File: src/design/qrs_pkg.sv
// ----------------------------------------------------------------------------
// qrs_pkg
// Shared widths, side-band structs and the output saturation function of the
// quadratic root solver.
// ----------------------------------------------------------------------------
package qrs_pkg;

  localparam int COEF_W    = 16;  // Q8.8 coefficients
  localparam int ROOT_W    = 32;  // Q16.16 roots
  localparam int SQ_X_W    = 64;  // radicand |D| << 30, left aligned
  localparam int SQ_STEPS  = 32;  // one root bit per cell
  localparam int SQ_REM_W  = 34;  // partial remainder, at most 2*root
  localparam int NUM_W     = 33;  // rounded numerator magnitude, one quotient bit per cell
  localparam int DIV_REM_W = 16;  // remainder stays below |a| <= 2^15
  localparam int DISC_W    = 35;  // b*b - 4ac, signed
  localparam int MAG_W     = 33;  // |D|
  localparam int NUMS_W    = 34;  // signed numerator at scale 2^15

  // travels with a word through the square root cells
  typedef struct packed {
    logic [COEF_W-1:0] a;
    logic [COEF_W-1:0] b;
    logic              cplx;
    logic              lze;
  } sq_side_t;

  // travels with a word through the divider cells
  typedef struct packed {
    logic neg1;
    logic neg2;
    logic cplx;
    logic lze;
  } div_side_t;

  // magnitude plus sign to saturated two's complement
  function automatic logic [ROOT_W-1:0] sat_root(input logic [NUM_W-1:0] q,
                                                 input logic neg);
    logic [ROOT_W-1:0] res;
    if (neg) begin
      if (q[NUM_W-1] || (q[ROOT_W-1] && (|q[ROOT_W-2:0]))) begin
        res = {1'b1, {(ROOT_W-1){1'b0}}};
      end else begin
        res = -q[ROOT_W-1:0];
      end
    end else begin
      if (q[NUM_W-1] || q[ROOT_W-1]) begin
        res = {1'b0, {(ROOT_W-1){1'b1}}};
      end else begin
        res = q[ROOT_W-1:0];
      end
    end
    return res;
  endfunction

endpackage

File: src/design/qrs_div_cell.sv
// ----------------------------------------------------------------------------
// qrs_div_cell
// One restoring-division step on two lanes sharing a divisor.
// ----------------------------------------------------------------------------
module qrs_div_cell
  import qrs_pkg::*;
(
  input  logic                 clk,
  input  logic                 rst_n,
  input  logic                 en,
  input  logic                 vld_i,
  input  logic [COEF_W-1:0]    d_i,
  input  logic [NUM_W-1:0]     nq1_i,
  input  logic [NUM_W-1:0]     nq2_i,
  input  logic [DIV_REM_W-1:0] rem1_i,
  input  logic [DIV_REM_W-1:0] rem2_i,
  input  div_side_t            side_i,
  output logic                 vld_o,
  output logic [COEF_W-1:0]    d_o,
  output logic [NUM_W-1:0]     nq1_o,
  output logic [NUM_W-1:0]     nq2_o,
  output logic [DIV_REM_W-1:0] rem1_o,
  output logic [DIV_REM_W-1:0] rem2_o,
  output div_side_t            side_o
);

  logic                 vld_r;
  logic [COEF_W-1:0]    d_r;
  logic [NUM_W-1:0]     nq1_r, nq1_nxt, nq2_r, nq2_nxt;
  logic [DIV_REM_W-1:0] rem1_r, rem1_nxt, rem2_r, rem2_nxt;
  div_side_t            side_r;
  logic [DIV_REM_W:0]   t1, t2, dd, s1, s2;
  logic                 ge1, ge2;

  always_comb begin
    dd       = {1'b0, d_i};
    t1       = {rem1_i, nq1_i[NUM_W-1]};
    t2       = {rem2_i, nq2_i[NUM_W-1]};
    s1       = t1 - dd;
    s2       = t2 - dd;
    ge1      = (t1 >= dd);
    ge2      = (t2 >= dd);
    rem1_nxt = ge1 ? s1[DIV_REM_W-1:0] : t1[DIV_REM_W-1:0];
    rem2_nxt = ge2 ? s2[DIV_REM_W-1:0] : t2[DIV_REM_W-1:0];
    nq1_nxt  = {nq1_i[NUM_W-2:0], ge1};
    nq2_nxt  = {nq2_i[NUM_W-2:0], ge2};
  end

  always_ff @(posedge clk) begin
    if (!rst_n) begin
      vld_r <= 1'b0;
    end else if (en) begin
      vld_r <= vld_i;
    end
  end

  always_ff @(posedge clk) begin
    if (en) begin
      d_r    <= d_i;
      nq1_r  <= nq1_nxt;
      nq2_r  <= nq2_nxt;
      rem1_r <= rem1_nxt;
      rem2_r <= rem2_nxt;
      side_r <= side_i;
    end
  end

  assign vld_o  = vld_r;
  assign d_o    = d_r;
  assign nq1_o  = nq1_r;
  assign nq2_o  = nq2_r;
  assign rem1_o = rem1_r;
  assign rem2_o = rem2_r;
  assign side_o = side_r;

endmodule

File: config.mk
export PLATFORM = sky130hd
export DESIGN_NAME = qrs_div_cell
export DESIGN_NICKNAME = d
export VERILOG_FILES = /design/src/design/qrs_pkg.sv /design/src/design/qrs_div_cell.sv
export SDC_FILE = /design/constraint.sdc
export NUM_CORES = 1
export LEC_CHECK = 0
export BUFFER_PORTS_ARGS = -buffer_cell sky130_fd_sc_hd__buf_2
export CORE_MARGIN = 10
export CORE_UTILIZATION = 25
export CTS_CLUSTER_DIAMETER = 40
export DETAILED_ROUTE_END_ITERATION = 12
export PLACE_DENSITY = 0.49
export SETUP_SLACK_MARGIN = 0.3
export SYNTH_ARGS = -nofsm -noshare
export SYNTH_HDL_FRONTEND = slang
export SYNTH_SLANG_ARGS = --single-unit
File: constraint.sdc
create_clock -name clk -period 4.41 [get_ports clk]
set_clock_uncertainty 0.15 [all_clocks]
set_input_delay 0.441 -clock clk [delete_from_list [all_inputs] [get_ports clk]]
set_output_delay 0.441 -clock clk [all_outputs]
set_load 0.03 [all_outputs]
==> out/qor.csv <==
stage;metric;value;unit
pwr;peakVddDrop;0.225;mV
run;max-cap-violations;0;
worst_setup_path;crit_path_end_kind;flip-flop;
grt;antenna_found_initial;8;
synthesis;syn_area;5810;um2
placed_design;gp_congestion;0.823;
finish;n_fill_cell;2291;
drt;drcViolationCount;0;
worst_setup_path;crit_required;4430;ps
clock_tree;cts_inserted_buffers;17;
worst_hold_path;hold_class;input port to flip-flop;
floorplanning;floorplan.initialDensity;25.5;%
drt;antenna_left;0;
finish;drive_gt1_share;44.1;%
drt;drt_iter0_drc;320;
synthesis;synth_cell_types;67;
grt;grt_max_degree;63;
clock_tree;clk_pin_slew;60;ps
synthesis;synth_area_leaders;edfxtp_1 (61%), ha_1 (6.9%), o21ai_0 (1.9%);
finish;final_util;34.9;%
pwr;power_density;451;nW/um2
clock_tree;clk_latency;420;ps
drt;vias;4486;
synthesis;yosys-top-cells-count;edfxtp_1 (118), ha_1 (32), nand2_1 (29), inv_1 (22), o21ai_0 (22);
clock_tree;clock-root-buffer;clkbuf_16;
placed_design;hpwl;16200;um
worst_setup_path;critPathMaxFanout;13;
floorplanning;core;22800;um2
floorplanning;io_pins;241;
floorplanning;rows;55;
sta;tightest_slew;827;ps
grt;grt_overflow_total;0;
worst_setup_path;crit_path_start_kind;input port;
synthesis;synthesis.instances;431;
grt;groute.usage.overall;13.1;%
synthesis;synth.most_common_cell;edfxtp_1;
sta;min_period_over_period;69.0;%
sta;max_freq;0.329;GHz
drt;vias_per_cell;4.44;
drt;drt-pass1-iter-count;6;
clock_tree;cts_max_path_buffers;2;
worst_setup_path;cp.arrival;3060;ps
sta;layout_min_cycle_time;3040;ps
finish;syn_to_final_growth;36.7;%
drt;wl_per_cell;19.9;um
drt;drt-total-wl;20100;um
clock_tree;cts-htree-levels;4;
run_status;status;finished, final reports clean;
grt;grt_pass1_vias;4540;
clock_tree;clock_sinks;119;
sta;finalMaxSlewViolations;0;
finish;final_nets;838;
sta;setup_viol;0;
clock_tree;post-cts-setup-buffer-count;0;
synthesis;avgSynthCellArea;13.5;um2
clock_tree;cts_resized;0;
sta;rsz0062_at_grt;no;
synthesis;ys_ff_latch;119;
worst_setup_path;worstSetupPathType;input port to flip-flop;
synthesis;ys_warn_count;0;
sta;relSlewSlack;44.9;%
floorplanning;dieArea;29700;um2
floorplanning;dieHeight;172;um
synthesis;synth_top_area_cell;edfxtp_1;
synthesis;synth_edf_count;118;
pwr;power.total;0.00358;W
clock_tree;ctsHoldBuffers;0;
synthesis;synthArstFlopShare;0;%
sta;finalSetupTns;0;ps
synthesis;ys_seq_area_share;61.4;%
sta;hold_viol_final;0;
synthesis;synth_top_area_share;61.0;%
grt;grt_pass1_wl;28500;um
synthesis;synth_nets;587;
clock_tree;cts_tree;done;
floorplanning;die_w;172;um
placed_design;io_buffers;240;
synthesis;synth_ff_type;edfxtp_1;
pwr;p_leak;3.41;nW
[flip-flops by register name, summed over array words and instances, names as in the netlist]
register,cells
rem2_o,16
nq2_o,33
d_o,16
rem1_o,16
side_o,4
vld_o,1
nq1_o,33
[layout make-up]
| class | instances | area (um2) | share of cell area (%) |
|---|---|---|---|
| Sequential cell | 119 | 3560 | 44.9 |
| Multi-Input combinational cell | 277 | 2080 | 26.2 |
| Timing Repair Buffer | 244 | 1230 | 15.5 |
| Clock buffer | 17 | 425 | 5.36 |
| Tap cell | 313 | 392 | 4.93 |
| Clock inverter | 14 | 154 | 1.94 |
| Inverter | 23 | 86.3 | 1.09 |
| Antenna cell | 3 | 7.51 | 0.0946 |
[critical path: stages]
cell,delay [ps]
buf_2,180
inv_1,110
ha_1,310
nor2b_1,150
o31a_1,260
o31a_4,320
o21ai_4,220
o21a_1,490
buf_4,260
mux2_4,300
[metal layers]
metal	vias to the layer above	track usage, %	part of all wire (%)
met1	2070	14.7	40
li1	2182	-	-
met2	203	21.4	46
met3	21	6.73	13
met4	10	3.34	0.90
met5	-	0	0.36
[report_power, final]
group          internal [W]  total (W)  switching [W]  leakage [nW]
logic              0.000265   0.000793       0.000529          1.97
registers           0.00138    0.00141      0.0000261          1.16
clock network      0.000833    0.00138       0.000546         0.276
[cell usage in the layout (no fill, tap or decap), drive strengths merged, types with 11 or more instances in the layout]
cell and count:
a21o 13, a21oi 23, buf 244, clkbuf 17
edfxtp 118, ha 32, inv 25, mux2 11
nand2 29, nor2 11, o21ai 25
[path summary, 6_finish.rpt]
check / from / to / slack (ps) / depth (start not counted)
hold reg to reg: vld_o / vld_o / 360 / 2
hold / removal: side_i[0] / side_o[0] / 40 / 1
setup / recovery: d_i[1] / rem1_o[10] / 1370 / 10
setup reg to reg: vld_o / vld_o / 3680 / 2
[per-stage QoR]
stage	worst slack, ps	instances	instance area [um2]	hold slack (ps)
2_1_floorplan	1660	431	5810	390
3_3_place_gp	931	976	7350	346
3_5_place_dp	913	976	7350	354
4_1_cts	1340	1007	7930	21.6
5_1_grt	1190	1008	7930	17.3
6_report	1370	1010	7940	44.6
[cell families (layout without fill, tap and decap cells)]
| logic type | Yosys count | in the layout | synth area share, % |
|---|---|---|---|
| compound gates | 111 | 111 | 13.5 |
| xor+xnor | 18 | 18 | 2.71 |
| fa+ha+maj | 34 | 34 | 7.58 |
| buf+inv | 35 | 298 | 2.87 |
| flops | 119 | 119 | 61.4 |
| mux | 15 | 15 | 3.02 |
| other cells | 0 | 3 | 0 |
| simple gates | 99 | 99 | 8.94 |
(Power assumes the default switching activity.)
