**src/design/qrs_pkg.sv**
```systemverilog
// ----------------------------------------------------------------------------
// qrs_pkg
// Shared widths, side-band structs and the output saturation function of the
// quadratic root solver.
// ----------------------------------------------------------------------------
package qrs_pkg;

  localparam int COEF_W    = 16;  // Q8.8 coefficients
  localparam int ROOT_W    = 32;  // Q16.16 roots
  localparam int SQ_X_W    = 64;  // radicand |D| << 30, left aligned
  localparam int SQ_STEPS  = 32;  // one root bit per cell
  localparam int SQ_REM_W  = 34;  // partial remainder, at most 2*root
  localparam int NUM_W     = 33;  // rounded numerator magnitude, one quotient bit per cell
  localparam int DIV_REM_W = 16;  // remainder stays below |a| <= 2^15
  localparam int DISC_W    = 35;  // b*b - 4ac, signed
  localparam int MAG_W     = 33;  // |D|
  localparam int NUMS_W    = 34;  // signed numerator at scale 2^15

  // travels with a word through the square root cells
  typedef struct packed {
    logic [COEF_W-1:0] a;
    logic [COEF_W-1:0] b;
    logic              cplx;
    logic              lze;
  } sq_side_t;

  // travels with a word through the divider cells
  typedef struct packed {
    logic neg1;
    logic neg2;
    logic cplx;
    logic lze;
  } div_side_t;

  // magnitude plus sign to saturated two's complement
  function automatic logic [ROOT_W-1:0] sat_root(input logic [NUM_W-1:0] q,
                                                 input logic neg);
    logic [ROOT_W-1:0] res;
    if (neg) begin
      if (q[NUM_W-1] || (q[ROOT_W-1] && (|q[ROOT_W-2:0]))) begin
        res = {1'b1, {(ROOT_W-1){1'b0}}};
      end else begin
        res = -q[ROOT_W-1:0];
      end
    end else begin
      if (q[NUM_W-1] || q[ROOT_W-1]) begin
        res = {1'b0, {(ROOT_W-1){1'b1}}};
      end else begin
        res = q[ROOT_W-1:0];
      end
    end
    return res;
  endfunction

endpackage

```
**src/design/qrs_sqrt_cell.sv**
```systemverilog
// ----------------------------------------------------------------------------
// qrs_sqrt_cell
// One digit-pair step of the integer square root; resolves one root bit.
// ----------------------------------------------------------------------------
module qrs_sqrt_cell
  import qrs_pkg::*;
(
  input  logic                clk,
  input  logic                rst_n,
  input  logic                en,
  input  logic                vld_i,
  input  logic [SQ_X_W-1:0]   x_i,
  input  logic [ROOT_W-1:0]   root_i,
  input  logic [SQ_REM_W-1:0] rem_i,
  input  sq_side_t            side_i,
  output logic                vld_o,
  output logic [SQ_X_W-1:0]   x_o,
  output logic [ROOT_W-1:0]   root_o,
  output logic [SQ_REM_W-1:0] rem_o,
  output sq_side_t            side_o
);

  logic                vld_r;
  logic [SQ_X_W-1:0]   x_r, x_nxt;
  logic [ROOT_W-1:0]   root_r, root_nxt;
  logic [SQ_REM_W-1:0] rem_r, rem_nxt;
  sq_side_t            side_r;
  logic [SQ_REM_W+1:0] t, trial, diff;
  logic                ge;

  always_comb begin
    t        = {rem_i, x_i[SQ_X_W-1 -: 2]};
    trial    = {{(SQ_REM_W-ROOT_W){1'b0}}, root_i, 2'b01};
    diff     = t - trial;
    ge       = (t >= trial);
    rem_nxt  = ge ? diff[SQ_REM_W-1:0] : t[SQ_REM_W-1:0];
    root_nxt = {root_i[ROOT_W-2:0], ge};
    x_nxt    = {x_i[SQ_X_W-3:0], 2'b00};
  end

  always_ff @(posedge clk) begin
    if (!rst_n) begin
      vld_r <= 1'b0;
    end else if (en) begin
      vld_r <= vld_i;
    end
  end

  always_ff @(posedge clk) begin
    if (en) begin
      x_r    <= x_nxt;
      root_r <= root_nxt;
      rem_r  <= rem_nxt;
      side_r <= side_i;
    end
  end

  assign vld_o  = vld_r;
  assign x_o    = x_r;
  assign root_o = root_r;
  assign rem_o  = rem_r;
  assign side_o = side_r;

endmodule

```
**config.mk**
```make
export PLATFORM = sky130hd
export DESIGN_NAME = qrs_sqrt_cell
export DESIGN_NICKNAME = d
export VERILOG_FILES = /design/src/design/qrs_pkg.sv /design/src/design/qrs_sqrt_cell.sv
export SDC_FILE = /design/constraint.sdc
export NUM_CORES = 1
export LEC_CHECK = 0
export BUFFER_PORTS_ARGS = -buffer_cell sky130_fd_sc_hd__buf_2
export CAP_MARGIN = 20
export CORE_MARGIN = 4
export CORE_UTILIZATION = 43
export DETAILED_ROUTE_END_ITERATION = 8
export HOLD_SLACK_MARGIN = 0.15
export PLACE_DENSITY = 0.73
export SYNTH_ARGS = -nofsm -noshare
export SYNTH_HDL_FRONTEND = slang
export SYNTH_SLANG_ARGS = --single-unit
```
**constraint.sdc**
```tcl
create_clock -name clk -period 2.8 [get_ports clk]
set_input_delay 0.28 -clock clk [delete_from_list [all_inputs] [get_ports clk]]
set_output_delay 0.28 -clock clk [all_outputs]
set_load 0.005 [all_outputs]
```
==> results of run 1 <==
-- per-stage QoR --
step	hold WS (ns)	instance area [µm²]	TNS [ns]	util [%]	power, mW
CTS	0.150	11400	0	69.0	6.79
floorplan	0.379	7280	0	-	3.57
finish	0.160	11500	0	69.5	6.82
global placement	0.457	9500	-0.345	57.3	4.18
global route	0.156	11500	0	69.5	7.11
detailed placement	0.458	9500	-0.395	57.3	4.20
-- worst max-delay path by stage --
stage / slack [ns] / endpoint / cells after the start
floorplan: 0.14 / rem_o[3] / 10
global route: 0.01 / rem_o[17] / 14
detailed placement: -0.04 / rem_o[1] / 11
finish: 0.11 / rem_o[27] / 11
CTS: 0.01 / rem_o[26] / 12
global placement: -0.03 / rem_o[23] / 12
-- metal layers --
metal | vias to the layer above | track usage [%] | wire, µm
li1 | 3022 | - | -
met1 | 3020 | 29.0 | 9130
met2 | 291 | 43.5 | 12500
met3 | 46 | 7.32 | 1840
met4 | 0 | 8.63 | 734
met5 | - | 0 | 0
-- kinds of logic after synthesis --
| group | count (synthesis) | share of synthesized area (%) |
|---|---|---|
| fa+ha+maj | 34 | 5.85 |
| xor+xnor | 28 | 3.37 |
| other cells | 1 | 0.0515 |
| buf+inv | 56 | 3.15 |
| compound gates | 129 | 11.9 |
| mux | 7 | 1.01 |
| flops | 163 | 67.1 |
| simple gates | 113 | 7.58 |
-- layout make-up --
type,count,share of cell area (%)
timing repair buffer,509,29.1
sequential,163,42.4
clock inverter,14,1.66
multi-input combinational,313,19.3
clock buffer,17,3.69
tap,220,2.39
inverter,42,1.37
antenna,3,0.0652
-- repair_timing --
action                                  in CTS  in global routing
buffers inserted                             0                  1
endpoints found under the setup margin       0                 31
hold buffers                               132                  0
hold endpoints to repair                   132                  0
resized for setup                            0                 13
-- registers in the layout, summed over array words and instances, names as in the netlist --
signal / cells
root_o: 32
side_o: 34
vld_o: 1
x_o: 62
rem_o: 34
-- where the power goes --
group,switching [mW],internal (mW),leakage (nW)
sequential,0.0675,2.97,1.59
clock,1.04,1.43,0.300
combinational,0.649,0.668,3.29
total,1.76,5.06,5.18
-- placed cells by master (no fill, tap or decap), drive strengths merged, types with 17 or more instances in the layout --
master	count
ha	34
clkbuf	17
edfxtp	162
a21o	22
inv	49
nand2	48
a21oi	26
o21ai	44
dlygate4sd3	132
buf	377
-- worst reg2reg max path: cells and delay by family (launching register included) --
| family | cells | cell delay [ns] |
|---|---|---|
| flops | 1 | 0.31 |
| mux | 1 | 0.17 |
| simple gates | 1 | 0.08 |
==> impl_metrics.yaml, run 1 <==
run_status:
  status: "complete, no violations"
floorplan:
  start_util_pct: 43.9
  fp.coreArea_um2: 16600
  rows: 47
  die_y_um: 138
  dieArea_um2: 19100
  die_w_um: 138
  ios: 333
logic_synthesis:
  synth_area_leader_cell: "edfxtp_1"
  yosys_warnings: 0
  syn_area_um2: 7280
  synthTopCellsByCount: "edfxtp_1 (162), nand2_1 (48), inv_1 (41)"
  synth_edf_count: 162
  synth_cell_types: 58
  netlist_instances: 531
  ys.flop_type: "edfxtp_1"
  async_reset_ff_share_pct: 0
  synth_most_common_cell: "edfxtp_1"
  ys_seq_elements: 163
  syn_area_per_cell_um2: 13.7
  ys_seq_area_share_pct: 67.1
  netlist_top_cells_area: "edfxtp_1 (67%), ha_1 (5.8%), nand2_1 (2.5%)"
  synth_top_area_share_pct: 66.9
finish:
  syn_to_final_growth_pct: 58.3
  drive_gt1_share_pct: 40.5
  fill_cells: 1186
  fin_nets: 1248
  finalNonFillerCells: 1281
  multiInputGateArea_um2: 2220
  ff_latch_area_um2: 4880
clock_network:
  cts_buffer_depth: 2
  htree_levels: 4
  cts_sinks: 163
  cts_buffers: 17
  clock_latency_ns: 0.42
  cts_tree: "built"
  clkTransAtPathRegs_ns: 0.07
  ctsRootBufferMaster: "clkbuf_16"
detailed_routing:
  vias_per_cell: 4.98
  drtAntennaViolNets: 0
  routed_wl_um: 24200
  first_pass_iters: 5
  drt_iter0_drc: 365
  drcViolationCount: 0
  wl_per_cell_um: 18.9
  route.vias.total: 6379
placement:
  placement.io_buffers: 330
  pre_cts_ws_ns: -0.0421
  globalplace.congestion: 0.880
  hpwl_um: 16400
  dp_cells: 1114
sta:
  worst_pin_slew_ns: 0.589
  period_needed_ns: 2.69
  finalSetupViolCount: 0
  rsz0062_at_grt: "false"
  slew_headroom_pct: 60.7
  period_share_pct: 96.0
  maxSlewViolCount: 0
  clock_skew_ns: 0
  layout_setup_ws_ns: 0.112
  clock.fmax_mhz: 372
  finalHoldViolCount: 0
critical_path:
  crit_path_frequent_cell: "a21o_1"
  reg2reg_depth: 2
  crit_buf_inv: 4
  crit_path_end_kind: "register"
  worstPathArrival_ns: 2.86
  cp_cell_sequence: "dlygate4sd3_1 -> buf_2 -> inv_1 -> ha_1 -> a21o_1 -> a21o_1 -> a311o_1 -> a211oi_2 -> o21a_2 -> inv_2 -> mux2_1"
  path_delay_family: "compound AO/OA/AOI/OAI gates"
  reg2reg_slack_ns: 2.13
  crit_type: "input port to register"
  start_kind: "input port"
  r2r_start: "vld_o"
  r2r-end: "vld_o"
  slowest_delay_ns: 0.51
  critical_path_required_ns: 2.98
  cp_max_fo: 7
  crit_start: "root_i[28]"
  slowest_stage: "dlygate4sd3_1"
hold_path:
  hp-start: "rem_i[6]"
  min-delay-path-class: "input port to register"
  worstHoldPathCells: 3
  hold_path_end: "rem_o[8]"
global_routing:
  gr-usage-all-layers_pct: 24.8
  grt_max_degree: 64
  first_global_vias: 6580
  grt_pass1_wl_um: 36900
  antenna_found_initial: 3
  overflow: 0
power_and_ir_drop:
  peakVddDrop_mv: 0.458
  leakage_nw: 5.18
  pwr_density_cell_nw_per_um2: 592
run:
  drv_cap: 0
No activity file was read; power rests on OpenSTA's default activity.
==> inputs of run 2 (changes only) <==
- MAX_ROUTING_LAYER: default -> met4
==> impl_metrics.yaml, run 2 (same netlist as run 1, synthesis figures left out) <==
global_routing:
  first_global_vias: 6558
  grt_pass1_wl_um: 38100
  grt_max_degree: 73
  gr-usage-all-layers_pct: 26.3
  overflow: 0
  antenna_found_initial: 1
critical_path:
  slowest_stage: "dlygate4sd3_1"
  slowest_delay_ns: 0.52
  start_kind: "input port"
  critical_path_required_ns: 2.97
  cp_max_fo: 12
  cp_cell_sequence: "dlygate4sd3_1 -> buf_2 -> inv_1 -> ha_1 -> and3_1 -> nand2_2 -> nor3_1 -> a311o_1 -> a211oi_2 -> o21a_2 -> buf_12 -> mux2_1"
  crit_type: "input port to register"
  worstPathArrival_ns: 2.86
  crit_path_end_kind: "register"
clock_network:
  clkTransAtPathRegs_ns: 0.07
  htree_levels: 4
  cts_buffers: 17
  ctsRootBufferMaster: "clkbuf_16"
  cts_buffer_depth: 2
  cts_setup_buffers: 0
  cts_sinks: 163
  cts_tree: "built"
  clock_latency_ns: 0.42
sta:
  slew_headroom_pct: 55.4
  period_share_pct: 95.8
  clock.fmax_mhz: 373
  hold-worst-slack_ns: 0.164
  maxSlewViolCount: 0
  clock_skew_ns: 0
  worst_pin_slew_ns: 0.668
  tns_ns: 0
  finalSetupViolCount: 0
  period_needed_ns: 2.68
  finalHoldViolCount: 0
detailed_routing:
  drtAntennaViolNets: 0
  drcViolationCount: 0
  vias_per_cell: 5.05
  wl_per_cell_um: 19.1
  drt_iter0_drc: 427
  first_pass_iters: 5
  route.vias.total: 6491
  routed_wl_um: 24500
placement:
  globalplace.congestion: 0.898
  hpwl_um: 16400
  placement.io_buffers: 330
  post_dp_cell_area_um2: 9530
hold_path:
  min-delay-path-class: "input port to register"
finish:
  layout_common_cells: "buf_2 (329), edfxtp_1 (162), dlygate4sd3_1 (139)"
  final_common_cell: "buf_2"
  fin_nets: 1253
  finish.utilization_pct: 69.4
  final_area_um2: 11500
  syn_to_final_growth_pct: 58.1
  largest_reg_flops: 62
  drive_gt1_share_pct: 39.3
power_and_ir_drop:
  peakVddDrop_mv: 0.406
  leakage_nw: 5.17
  power.total_mw: 6.63
  pwr_density_cell_nw_per_um2: 576
floorplan:
  rows: 47
  die_y_um: 138
  start_util_pct: 43.9
  ios: 333
  die_w_um: 138
  fp.coreArea_um2: 16600
  dieArea_um2: 19100
run_status:
  status: "complete, no violations"
run:
  drv_cap: 0
[run 2: metal layers]
layer,global-route usage [%],wire length [µm]
met4,10.5,847
met3,6.01,1760
met2,44.2,12500
met5,-,0
met1,30.8,9410
[run 2: power breakdown]
| group | internal, mW | total (mW) | switching (mW) |
|---|---|---|---|
| clock network | 1.19 | 2.29 | 1.10 |
| registers | 2.96 | 3.03 | 0.0635 |
| logic | 0.668 | 1.32 | 0.648 |
| total | 4.82 | 6.63 | 1.81 |
[run 2: critical path, delay by kind of cell]
kind            cells  cell delay, ns
buf+inv             4            0.84
compound gates      3            0.78
fa+ha+maj           1            0.30
mux                 1            0.32
simple gates        3            0.32
[run 2: area by class of cell]
class                   count  area (µm²)
repair buffers            514        3440
multi-input cells         313        2180
fillers                  1177        5080
inverters                  42         158
clock inverters            14         145
diodes                      1        2.50
flip-flops and latches    163        4880
clock buffers              18         429
well taps                 220         275
[run 2: what timing repair did]
action	in CTS	in global routing
hold endpoints to repair	138	0
endpoints found under the setup margin	0	27
resized for setup	0	2
hold buffers	139	0
[run 2: worst paths after layout]
kind / cells past startpoint / from / endpoint / slack [ns]
max reg2reg: 3 / vld_o / vld_o / 1.61
max: 12 / root_i[29] / rem_o[3] / 0.12
min reg2reg: 3 / vld_o / vld_o / 1.13
min: 3 / rem_i[8] / rem_o[10] / 0.16
[run 2: stage by stage]
| step | worst slack (ns) | cells |
|---|---|---|
| floorplan | 0.138 | 532 |
| global placement | -0.0439 | 1113 |
| detailed placement | -0.117 | 1113 |
| CTS | 0.0489 | 1284 |
| global route | -0.00633 | 1285 |
| finish | 0.116 | 1285 |
==> inputs of run 3 (changes only) <==
==> constraint.sdc (replaced) <==
create_clock -name clk -period 2.8 [get_ports clk]
set_input_delay 0.56 -clock clk [delete_from_list [all_inputs] [get_ports clk]]
set_output_delay 0.56 -clock clk [all_outputs]
set_load 0.005 [all_outputs]
==> impl_metrics.yaml, run 3 (same netlist as run 1, synthesis figures left out) <==
run_status:
  status: "complete, no violations"
global_routing:
  antenna_found_initial: 3
  grt_pass1_wl_um: 32600
  grt_max_degree: 60
  gr-usage-all-layers_pct: 22.4
  first_global_vias: 5851
  overflow: 0
power_and_ir_drop:
  leakage_nw: 4.78
  power.total_mw: 6.45
  pwr_density_cell_nw_per_um2: 618
  peakVddDrop_mv: 0.459
finish:
  finish.utilization_pct: 62.9
  drive_gt1_share_pct: 47.9
  largest_reg_flops: 62
  final_area_um2: 10400
  final_common_cell: "buf_2"
  fin_nets: 1154
  layout_common_cells: "buf_2 (329), edfxtp_1 (162), buf_4 (82)"
  syn_to_final_growth_pct: 43.4
  finalNonFillerCells: 1188
clock_network:
  htree_levels: 4
  clkTransAtPathRegs_ns: 0.07
  ctsRootBufferMaster: "clkbuf_16"
  cts_sinks: 163
  clock_latency_ns: 0.41
  cts_setup_buffers: 0
  cts_buffer_depth: 2
  cts_tree: "built"
  cts_buffers: 17
sta:
  maxSlewViolCount: 0
  period_needed_ns: 2.70
  layout_setup_ws_ns: 0.0956
  clock_skew_ns: 0
  tns_ns: 0
  clock.fmax_mhz: 370
  finalHoldViolCount: 0
  hold-worst-slack_ns: 0.310
  finalSetupViolCount: 0
  period_share_pct: 96.6
  worst_pin_slew_ns: 0.576
  slew_headroom_pct: 61.6
  rsz0062_at_grt: "false"
detailed_routing:
  routed_wl_um: 21100
  drcViolationCount: 0
  first_pass_iters: 4
  drtAntennaViolNets: 0
  drt_iter0_drc: 290
  route.vias.total: 5828
  wl_per_cell_um: 17.7
  vias_per_cell: 4.91
critical_path:
  reg2reg_slack_ns: 2.18
  cp_max_fo: 9
  crit_path_end_kind: "register"
  crit_type: "input port to register"
  start_kind: "input port"
  reg2reg_depth: 2
  critical_path_required_ns: 2.96
  worstPathArrival_ns: 2.87
floorplan:
  die_y_um: 138
  ios: 333
  start_util_pct: 43.9
  die_w_um: 138
  rows: 47
  dieArea_um2: 19100
  fp.coreArea_um2: 16600
placement:
  dp_cells: 1153
  globalplace.congestion: 0.881
  placement.io_buffers: 330
  hpwl_um: 16800
  post_dp_cell_area_um2: 9850
  pre_cts_ws_ns: -0.345
hold_path:
  min-delay-path-class: "input port to register"
  worstHoldPathCells: 1
run:
  drv_cap: 0
-- run 3: what timing repair did --
item,4_1_cts,5_1_grt
endpoints found under the setup margin,0,11
hold buffers,0,0
gates resized for setup,0,2
-- run 3: metal layers --
metal | GRT usage [%] | up-vias | routed length (µm)
met2 | 38.1 | 206 | 10700
met5 | - | - | 0
li1 | - | 2840 | -
met3 | 5.46 | 28 | 1130
met1 | 26.1 | 2754 | 8720
met4 | 7.44 | 0 | 492
-- run 3: critical path: stages --
cell and delay [ns]:
buf_2 0.09, inv_1 0.07, ha_1 0.33, a21o_1 0.21, a221oi_1 0.29, o31a_1 0.20
o221ai_1 0.15, a211oi_1 0.24, o21a_2 0.32, inv_2 0.08, mux2_1 0.32
-- run 3: area by class of cell --
cell class | instances | area [µm²]
Clock buffer | 18 | 429
Timing Repair Buffer | 415 | 2320
Inverter | 42 | 158
Clock inverter | 14 | 144
Multi-Input combinational cell | 313 | 2220
Fill cell | 1345 | 6140
Antenna cell | 3 | 7.51
Sequential cell | 163 | 4880
Tap cell | 220 | 275
-- run 3: worst paths after layout --
kind | from | end
min | x_i[40] | x_o[42]
min reg2reg | vld_o | vld_o
max reg2reg | vld_o | vld_o
max | root_i[15] | rem_o[27]
-- run 3: where the power goes --
group          switching [mW]  internal [mW]
Combinational           0.606          0.589
Clock                    1.06           1.18
Sequential             0.0537           2.96
